==> src/rtl/pvog_pkg.sv <==
package pvog_pkg;

  localparam int MAX_CELLS = 32;
  localparam int VOX_W     = $clog2(MAX_CELLS);
  localparam int N_W       = VOX_W + 1;
  localparam int ROWS      = MAX_CELLS * MAX_CELLS;
  localparam int ROW_AW    = $clog2(ROWS);
  localparam int CUR_W     = 3 * VOX_W + 1;
  localparam int NN_W      = 2 * N_W;
  localparam int CELL_W    = 31;
  localparam int COORD_W   = 32;
  localparam int IDX_W     = 3;

  localparam logic [IDX_W-1:0] REG_MIN_X  = 3'd0;
  localparam logic [IDX_W-1:0] REG_MIN_Y  = 3'd1;
  localparam logic [IDX_W-1:0] REG_MIN_Z  = 3'd2;
  localparam logic [IDX_W-1:0] REG_CELL_X = 3'd3;
  localparam logic [IDX_W-1:0] REG_CELL_Y = 3'd4;
  localparam logic [IDX_W-1:0] REG_CELL_Z = 3'd5;
  localparam logic [IDX_W-1:0] REG_CELLS  = 3'd6;

  typedef enum logic [1:0] {
    CMD_CLEAR = 2'd0,
    CMD_ADD   = 2'd1,
    CMD_NEXT  = 2'd2,
    CMD_NONE  = 2'd3
  } cmd_t;

  typedef enum logic [3:0] {
    ST_CLR, ST_IDLE, ST_QGO, ST_QWAIT, ST_ARD, ST_AWR, ST_CMUL, ST_CADD,
    ST_NMUL1, ST_NMUL2, ST_NDZ, ST_NDY, ST_NRD, ST_NCHK, ST_OUT
  } state_t;

  typedef struct packed {
    logic       done;
    logic       sat;
    logic [5:0] q;
  } quant_res_t;

endpackage

==> src/rtl/pvog_quant.sv <==
module pvog_quant
  import pvog_pkg::*;
(
  input  logic                     clk,
  input  logic                     rst_n,
  input  logic                     start,
  input  logic signed [COORD_W:0]  dividend,
  input  logic [CELL_W-1:0]        divisor,
  output quant_res_t               res
);

  logic              busy_r;
  logic              done_r;
  logic              sat_r;
  logic [2:0]        k_r;
  logic [COORD_W-1:0] rem_r;
  logic [CELL_W-1:0] div_r;
  logic [5:0]        q_r;
  logic [CELL_W+5:0] trial;
  logic              ge;

  // one quotient bit per cycle; the top trial (bit 6) only flags saturation
  assign trial = (CELL_W + 6)'(div_r) << k_r;
  assign ge    = (CELL_W + 6)'(rem_r) >= trial;

  always_ff @(posedge clk) begin
    if (!rst_n) begin
      busy_r <= 1'b0;
      done_r <= 1'b0;
      sat_r  <= 1'b0;
      k_r    <= 3'd0;
      q_r    <= 6'd0;
    end else begin
      done_r <= 1'b0;
      if (start) begin
        q_r   <= 6'd0;
        sat_r <= 1'b0;
        if (!dividend[COORD_W] && (dividend != '0)) begin
          busy_r <= 1'b1;
          k_r    <= 3'd6;
          rem_r  <= dividend[COORD_W-1:0];
          div_r  <= divisor;
        end else begin
          done_r <= 1'b1;
        end
      end else if (busy_r) begin
        k_r <= k_r - 3'd1;
        if (ge && (k_r == 3'd6)) begin
          sat_r  <= 1'b1;
          done_r <= 1'b1;
          busy_r <= 1'b0;
        end else begin
          if (ge) begin
            rem_r <= rem_r - trial[COORD_W-1:0];
            q_r   <= q_r | (6'd1 << k_r);
          end
          if (k_r == 3'd0) begin
            done_r <= 1'b1;
            busy_r <= 1'b0;
          end
        end
      end
    end
  end

  assign res = '{done: done_r, sat: sat_r, q: q_r};

endmodule

==> config.mk <==
export PLATFORM = sky130hd
export DESIGN_NAME = pvog_quant
export DESIGN_NICKNAME = d
export VERILOG_FILES = /design/src/rtl/pvog_pkg.sv /design/src/rtl/pvog_quant.sv
export SDC_FILE = /design/constraint.sdc
export NUM_CORES = 1
export LEC_CHECK = 0
export BUFFER_PORTS_ARGS = -buffer_cell sky130_fd_sc_hd__buf_4
export CAP_MARGIN = 20
export CORE_MARGIN = 10
export CORE_UTILIZATION = 64
export CTS_CLUSTER_SIZE = 16
export DETAILED_ROUTE_END_ITERATION = 7
export MAX_ROUTING_LAYER = met4
export PLACE_DENSITY_LB_ADDON = 0.2
export SLEW_MARGIN = 20
export SYNTH_ARGS = -nofsm -noshare
export SYNTH_HDL_FRONTEND = slang
export SYNTH_SLANG_ARGS = --single-unit
==> constraint.sdc <==
create_clock -name clk -period 8.84 [get_ports clk]
set_input_delay 0.884 -clock clk [delete_from_list [all_inputs] [get_ports clk]]
set_output_delay 0.884 -clock clk [all_outputs]
set_load 0.02 [all_outputs]
==> metrics.txt <==
outcome finished with violations; violated checks DRC; layout filler cell count 633; Post-synth EDFFs 63; clock skew between 0.009 and 0.01 ns; worst r2r src k_r[2]; Routed wire per std cell 20.6 um; via count ~4,800; final core utilization 74.7%; area of the die around 13,000 um^2; hold path start q_r[2]; Leakage 2.60 nW; I/O Pins 75; Mapped Cells 561; maximum vdd drop between 0.1 and 0.15 mV; design area 6480 um^2; Crit Path Category register to register; Post-CTS Resized 0; CTS tree yes; post-synth cell types 66; met1 Resource Use GR between 20% and 30%; Tmin final around 5.4 ns; gpl congestion 0.989; final hold violation count 0; Worst Setup SP k_r[2]; Min-Delay Path Class register to register; # rows 34; DRT antenna net count 0; core footprint around 8700 um^2; vias in the first global route around 4,700; Detail Placement HPWL ~11,000 um; DRT iter0 DRCs 407; critical path launch point type register; Nets 722; Hold Worst Slack 0.476 ns; Overall Global Routing Usage 23.2%; met2 usage 37.3%; Ant. Diodes 0; clock buffer depth 2; routing usage on met3 about 3.9%; top post-synthesis cells by area edfxtp_1 (33%), ha_1 (8.1%), mux4_2 (7.1%); critical path peak fanout 32; ys async rst share 0%; CP Capture Point rem_r[4]; clock transition at the registers of the reported paths ~0.090 ns; clk sinks 75; Worst Setup End Kind register; post-CTS setup buffer count 0; GRT overflow 0; area share of the largest cell type after synthesis 33.3%; Critical Path AT 5.42 ns; Slew headroom 28.9%; CTS Buf Count 9; FMAX 0.185 GHz; DP Area 6260 um^2; Final period util 61.1%; H-tree lvl count 3; # Max-Cap Violations 0; post-DR vias/cell 6.52; Root Buffer clkbuf_8; Setup Total Neg Slack 0 ns; largest net degree at the start of global routing 78; #FFs+latches synth 75; Post-Syn Nets 666; Worst EP required 8.86 ns; antenna violations before repair 0; first-pass GRT wire length between 20,000 and 25,000 um; die height 114 um; Netlist Area Pre-Place 5680 um^2; Initial Utilization 65.5%; count of input and output buffers between 70 and 80; Post-Route WL 15,000 um; grt peak-use layer met2; top_reg_cell synth edfxtp_1; hold-fix buffers at CTS 0; Pins Over Slew Limit 0; unrepaired setup endpoints after global routing no; share of cells above drive strength 1 20.3%; DRC Markers 1; worst-margin pin slew 1.06 ns; sequential share of the synthesized area 37.5%; Synth Warn # 0; worst r2r dst rem_r[4]; Yosys top cell by area edfxtp_1; Die X-Extent 114 um; commonest cells after routing, fill and taps aside buf_4 (76), edfxtp_1 (63), nand2_1 (55), o21ai_0 (44); pwr/cell area between 150 and 200 nW/um^2; synthesized area per cell 10.1 um^2; Clock Latency Late Sink between 0.3 and 0.4 ns; Syn-to-layout area delta 14.1%; Final setup viols 0; most common cell after layout, fill and taps aside buf_4; Power, Total 1.20 mW; path depth of the worst reg2reg path 13; DRT Pass-1 Iters 8; R2R setup slack 3.44 ns
## critical path, cell delays in order, from the launching register on
cell and delay (ns):
dfxtp_1 1.02, clkinv_1 1.16, a211oi_1 0.52, a21oi_1 0.09, ha_1 0.36, and4_1 0.26, nand3_1 0.09, a21oi_1 0.27
nor4_4 0.12, o21ai_2 0.22, a41o_1 0.26, nand3_1 0.11, a21oi_2 0.15, buf_4 0.39
## per-layer routing
layer  share of wire (%)  wire [um]
met1                  41       6120
met2                  49       7360
met3                 6.5        972
met4                 3.7        552
met5                   0          0
## worst min path at each step
stage	end	slack (ns)	depth (start not counted)
floorplan	sat_r	0.44	1
global placement	q_r[2]	0.45	1
detailed placement	q_r[2]	0.46	1
CTS	q_r[2]	0.48	1
global route	q_r[4]	0.50	1
finish	q_r[2]	0.48	1
## synthesized netlist by cell type (all sizes together), types with 6 or more instances
cell type  number
nor2b           9
nand3          14
nor2           26
mux2i          35
o21ai          48
nor3b           6
and3           10
a32o            6
o21a            6
nand2b          7
a211oi          7
xor2           12
a21o           15
nand2          55
a21oi          41
buf            12
xnor2          13
ha             37
clkbuf         19
nor3            8
inv            12
dfxtp          12
nor4            9
a31oi          12
mux4           18
edfxtp         63
## sequential cells by signal, indices dropped and copies added, names as in the netlist
signal and count:
q_r 6, div_r 31, sat_r 1, k_r 3, busy_r 1, rem_r 32
done_r 1
## through the flow
step / cells / setup slack [ns]
floorplan: 561 / 3.50
global placement: 714 / 3.79
detailed placement: 714 / 3.58
CTS: 730 / 3.56
global route: 730 / 3.07
finish: 730 / 3.44
## area by class of cell
cell class	instances	area, um^2	area share [%]
multi-input combinational	442	3370	52.0
sequential	75	2130	32.9
timing repair buffer	76	571	8.80
tap	108	135	2.08
clock buffer	9	124	1.91
clock inverter	7	100	1.54
inverter	13	48.8	0.753
## cells by family after synthesis
kind of cell | share of synthesized area (%)
mux | 13.9
buf+inv | 3.26
simple gates | 14.7
fa+ha+maj | 8.50
flops | 37.5
compound gates | 18.3
xor+xnor | 3.85
## report_power, final
part | switching [mW] | total [mW] | internal, mW | leakage [nW]
Clock | 0.152 | 0.314 | 0.162 | 0.109
Sequential | 0.0262 | 0.440 | 0.414 | 0.679
Combinational | 0.250 | 0.449 | 0.199 | 1.81
Total | 0.428 | 1.20 | 0.775 | 2.60
(Power assumes the default switching activity.)
