$ cat config.mk
export PLATFORM = sky130hd
export DESIGN_NAME = pvog_corner
export DESIGN_NICKNAME = d
export VERILOG_FILES = /design/src/rtl/pvog_pkg.sv /design/src/rtl/pvog_corner.sv
export SDC_FILE = /design/constraint.sdc
export NUM_CORES = 1
export LEC_CHECK = 0
export BUFFER_PORTS_ARGS = -buffer_cell sky130_fd_sc_hd__clkbuf_2
export CORE_MARGIN = 4
export CORE_UTILIZATION = 68
export DETAILED_ROUTE_END_ITERATION = 10
export HOLD_SLACK_MARGIN = 0.1
export PLACE_DENSITY = 0.89
export SLEW_MARGIN = 5
export SYNTH_ARGS = -nofsm -noshare
export SYNTH_HDL_FRONTEND = slang
export SYNTH_SLANG_ARGS = --single-unit
export TNS_END_PERCENT = 1
$ cat constraint.sdc
create_clock -name clk -period 11.7 [get_ports clk]
set_input_delay 2.34 -clock clk [delete_from_list [all_inputs] [get_ports clk]]
set_output_delay 2.34 -clock clk [all_outputs]
set_load 0.01 [all_outputs]
$ cat src/rtl/pvog_pkg.sv
package pvog_pkg;

  localparam int MAX_CELLS = 32;
  localparam int VOX_W     = $clog2(MAX_CELLS);
  localparam int N_W       = VOX_W + 1;
  localparam int ROWS      = MAX_CELLS * MAX_CELLS;
  localparam int ROW_AW    = $clog2(ROWS);
  localparam int CUR_W     = 3 * VOX_W + 1;
  localparam int NN_W      = 2 * N_W;
  localparam int CELL_W    = 31;
  localparam int COORD_W   = 32;
  localparam int IDX_W     = 3;

  localparam logic [IDX_W-1:0] REG_MIN_X  = 3'd0;
  localparam logic [IDX_W-1:0] REG_MIN_Y  = 3'd1;
  localparam logic [IDX_W-1:0] REG_MIN_Z  = 3'd2;
  localparam logic [IDX_W-1:0] REG_CELL_X = 3'd3;
  localparam logic [IDX_W-1:0] REG_CELL_Y = 3'd4;
  localparam logic [IDX_W-1:0] REG_CELL_Z = 3'd5;
  localparam logic [IDX_W-1:0] REG_CELLS  = 3'd6;

  typedef enum logic [1:0] {
    CMD_CLEAR = 2'd0,
    CMD_ADD   = 2'd1,
    CMD_NEXT  = 2'd2,
    CMD_NONE  = 2'd3
  } cmd_t;

  typedef enum logic [3:0] {
    ST_CLR, ST_IDLE, ST_QGO, ST_QWAIT, ST_ARD, ST_AWR, ST_CMUL, ST_CADD,
    ST_NMUL1, ST_NMUL2, ST_NDZ, ST_NDY, ST_NRD, ST_NCHK, ST_OUT
  } state_t;

  typedef struct packed {
    logic       done;
    logic       sat;
    logic [5:0] q;
  } quant_res_t;

endpackage

$ cat src/rtl/pvog_corner.sv
module pvog_corner
  import pvog_pkg::*;
(
  input  logic                      clk,
  input  logic                      load,
  input  logic [VOX_W-1:0]          idx,
  input  logic [CELL_W-1:0]         csize,
  input  logic signed [COORD_W-1:0] base,
  output logic signed [COORD_W-1:0] lo,
  output logic signed [COORD_W-1:0] hi
);

  localparam int P_W = CELL_W + N_W;

  logic [P_W-1:0]            prod_lo_r;
  logic [P_W-1:0]            prod_hi_r;
  logic signed [COORD_W-1:0] base_r;

  function automatic logic signed [COORD_W-1:0] sat32(input logic signed [P_W+1:0] v);
    logic signed [P_W+1:0] vmax;
    logic signed [P_W+1:0] vmin;
    vmax = (P_W + 2)'(32'sh7FFF_FFFF);
    vmin = -(P_W + 2)'(34'sh0_8000_0000);
    if (v > vmax) begin
      return 32'sh7FFF_FFFF;
    end else if (v < vmin) begin
      return 32'sh8000_0000;
    end
    return v[COORD_W-1:0];
  endfunction

  always_ff @(posedge clk) begin
    if (load) begin
      prod_lo_r <= P_W'(idx) * P_W'(csize);
      prod_hi_r <= (P_W'(idx) + P_W'(1)) * P_W'(csize);
      base_r    <= base;
    end
  end

  assign lo = sat32((P_W + 2)'(base_r) + $signed({2'b00, prod_lo_r}));
  assign hi = sat32((P_W + 2)'(base_r) + $signed({2'b00, prod_hi_r}));

endmodule

==> Flow_metrics.wiki <==
{| class="wikitable"
! Metric !! Value
|-
| Post-synth ARST share || 0%
|-
| Worst-Margin Slew || 1.109 ns
|-
| Share of post-route cells with drive strength above 1 || 10.78%
|-
| Unrepaired setup endpoints after global routing || no
|-
| Cell-internal power || 2035 uW
|-
| Overall global routing resource usage || 30.12%
|-
| # resized after CTS || 0
|-
| Placement row count || 59
|-
| Post-CTS setup buffer count || 0
|-
| Post-route cell area || 19240 um^2
|-
| CTS H-tree depth || 3
|-
| Layout overhead on the synthesized area || 5.482%
|-
| Number of flip-flops and latches in the synthesized netlist || 105
|-
| Synth top area cells || sky130_fd_sc_hd__fa_1, sky130_fd_sc_hd__edfxtp_1, sky130_fd_sc_hd__ha_1
|-
| Net Switching || 2120 uW
|-
| # nets final || 2523
|-
| Clock Tree Buf Depth || 2
|-
| Syn nets || 2474
|-
| Detailed-route wire length per cell || 17.93 um
|-
| Post-layout minimum cycle time || 8.904 ns
|-
| Power share of the combinational group || 76.0%
|-
| Sequential-to-total area share from yosys stat || 17.29%
|-
| Root Buffer Master || sky130_fd_sc_hd__clkbuf_16
|-
| Clock power share || 7.2%
|-
| Routed vias || 14.74k
|-
| Power density normalized to cell area || 216.0 nW/um^2
|-
| Max_cap viols || 0
|-
| Avg Synthesized Cell Area || 8.971 um^2
|-
| Gate count of the mapped netlist || 2033
|-
| Post-synth EDFFs || 105
|-
| Most used flip-flop cell after synthesis || sky130_fd_sc_hd__edfxtp_1
|-
| Commonest cells post-synth || sky130_fd_sc_hd__inv_1, sky130_fd_sc_hd__fa_1, sky130_fd_sc_hd__nand2_1
|-
| Kind of path behind the tightest hold check || in2reg
|-
| Initial Util || 69.59%
|-
| Delay of the slowest cell on the worst path || 0.85 ns
|-
| Worst endpoint data arrival time || 9.01 ns
|-
| Total negative slack for setup checks || 0 ns
|-
| Count of boundary I/O pins || 134
|-
| Cell area after synthesis || 18240 um^2
|-
| DP Area || 18940 um^2
|-
| Estimated wirelength of the detail-placed design || 35270 um
|-
| Clock transition at the registers of the reported paths || 0.08 ns
|-
| Leakage || 0.009150 uW
|-
| Count of input and output buffers || 133
|-
| Max Slew Vio Count || 0
|-
| Portion of the clock cycle consumed by the worst path in the final layout || 76.11%
|-
| Total number of yosys warnings || 0
|-
| Final weighted congestion in routability-driven placement || 0.9371
|-
| Setup violators final || 0
|-
| Met2 wirelength from detailed routing || 19750 um
|-
| Net switching share of the total power || 51.02%
|-
| Total count of hold-check failures in the final report || 0
|-
| Worst slew margin relative to its limit || 26.05%
|-
| DRT iter0 DRCs || 1303
|-
| Worst Setup End Kind || register
|-
| Top achievable clock speed || 112.3 MHz
|-
| Sequence of cells on the critical path || clkbuf_2 -> buf_4 -> nand3_1 -> nor2_2 -> nand2_1 -> fa_1 -> fa_1 -> fa_1 -> inv_1 -> ha_1 -> o21a_1 -> a2111oi_0 -> o31ai_1 -> a31oi_1 -> a21oi_1 -> a21oi_1 -> a21oi_1 -> a21o_1 -> a21oi_1 -> xnor2_1
|-
| Uppermost routed layer || met4
|-
| Critical-path cell with the highest stage delay || sky130_fd_sc_hd__nor2_2
|-
| Crit Path Class || in2reg
|-
| Library cell appearing most often on the critical path || sky130_fd_sc_hd__a21oi_1
|-
| Full die area || 29500 um^2
|-
| Pre-Repair DR Iteration Count || 6
|-
| Data required time at the worst endpoint || 11.80 ns
|-
| DRC errors left || 0
|-
| Total wirelength of the detailed-routed design || 43420 um
|-
| Result of the run || finished clean
|-
| Most frequently used cell type in the post-synthesis netlist || sky130_fd_sc_hd__inv_1
|-
| Vias per cell || 6.086
|-
| Die width || 171.8 um
|-
| Sum of routed wire segments on met1 || 18940 um
|-
| Peak ir drop on the vdd network || 0.09809 mV
|-
| Met3 layer wire length in the routed design || 3861 um
|-
| CP max FO || 38
|-
| Number of buffers created by CTS || 9
|-
| Sequential cell fraction of total power || 16.8%
|-
| Number of filler cells placed in the layout || 1909
|-
| TritonCTS Sinks || 105
|-
| Remaining antenna violation count after routing || 0
|-
| Hold_buf cts || 0
|-
| Yosys cell types || 81
|-
| Portion of synthesized cell area occupied by the leading cell type || 22.61%
|-
| Die Height || 171.8 um
|-
| Global-route wire length before repair || 72110 um
|-
| Number of inserted diodes || 0
|-
| CORE AREA || 26210 um^2
|-
| CP startpoint kind || input port
|-
| Largest net degree at the start of global routing || 79
|-
| Via count of the first global-routing pass || 14.61k
|-
| Antenna violations before repair || 0
|-
| CTS tree || built
|-
| Leading area contributor after synthesis || sky130_fd_sc_hd__fa_1
|-
| Overflow left after global routing || 0
|}
[placed cells by master, fill, tap and decap left out, types with 74 or more instances in the layout]
master	instances
sky130_fd_sc_hd__nor2b_1	92
sky130_fd_sc_hd__edfxtp_1	105
sky130_fd_sc_hd__and2_1	160
sky130_fd_sc_hd__inv_1	244
sky130_fd_sc_hd__clkbuf_2	132
sky130_fd_sc_hd__ha_1	165
sky130_fd_sc_hd__nand2_1	172
sky130_fd_sc_hd__xnor2_1	74
sky130_fd_sc_hd__fa_1	206
sky130_fd_sc_hd__a21oi_1	128
[metrics by stage]
step	power, uW	utilization [%]	worst slack [ns]	hold slack (ns)	std cells
final	4155	73.41	2.796	2.157	2422
after global routing	4538	73.41	2.240	2.138	2422
after CTS	4119	73.41	2.963	2.141	2422
after detailed placement	3803	72.28	2.602	2.519	2406
after global placement	3703	72.28	2.787	2.517	2406
after floorplan	3025	-	4.343	2.439	2033
[kinds of logic (layout without fill, tap and decap cells)]
| group | after synthesis | after routing | synth area share (%) |
|---|---|---|---|
| AOI/OAI and AO/OA | 460 | 460 | 16.99 |
| xor gates and xnor gates | 129 | 129 | 6.278 |
| adders and majority gates | 371 | 371 | 33.93 |
| buffers and inverters | 345 | 399 | 7.451 |
| DFF | 105 | 105 | 17.29 |
| muxes | 2 | 2 | 0.1098 |
| and+or+nand+nor | 621 | 621 | 17.95 |
[sequential cells by signal, indices dropped and copies added (netlist names)]
signal,flops
base_r,32
prod_hi_r,37
prod_lo_r,36
[per-layer routing]
layer	vias to the layer above	GRT usage, %
met4	0	7.040
met5	-	0
li1	6896	-
met3	83	4.298
met2	661	48.11
met1	7101	44.11
[critical path, delay by kind of cell]
kind            cells  cell delay, ns
fa+ha+maj           4            1.97
buf+inv             3            0.88
compound gates      9            2.46
simple gates        3            1.26
xor+xnor            1            0.10
[area by class of cell]
cell class / instances / area [um^2] / share of cell area [%]
repair buffers: 138 / 705.7 / 3.668
flip-flops and latches: 105 / 3153 / 16.39
inverters: 245 / 919.6 / 4.780
clock buffers: 9 / 225.2 / 1.171
multi-input cells: 1583 / 13740 / 71.45
clock inverters: 7 / 70.07 / 0.3642
well taps: 335 / 419.2 / 2.179
[power groups by stage]
stage | combinational, uW | clock [uW] | sequential (uW)
detailed placement | 3100 | 0 | 701
global placement | 3000 | 0 | 701
global route | 3510 | 319 | 709
finish | 3160 | 299 | 700
CTS | 3120 | 304 | 697
floorplan | 2370 | 0 | 658
[final timing paths]
kind / to / from / cells after the start / slack, ns
worst max-delay path: prod_hi_r[36] / idx[0] / 20 / 2.80
worst min-delay path: base_r[11] / base[11] / 1 / 2.16
(Power assumes the default switching activity.)
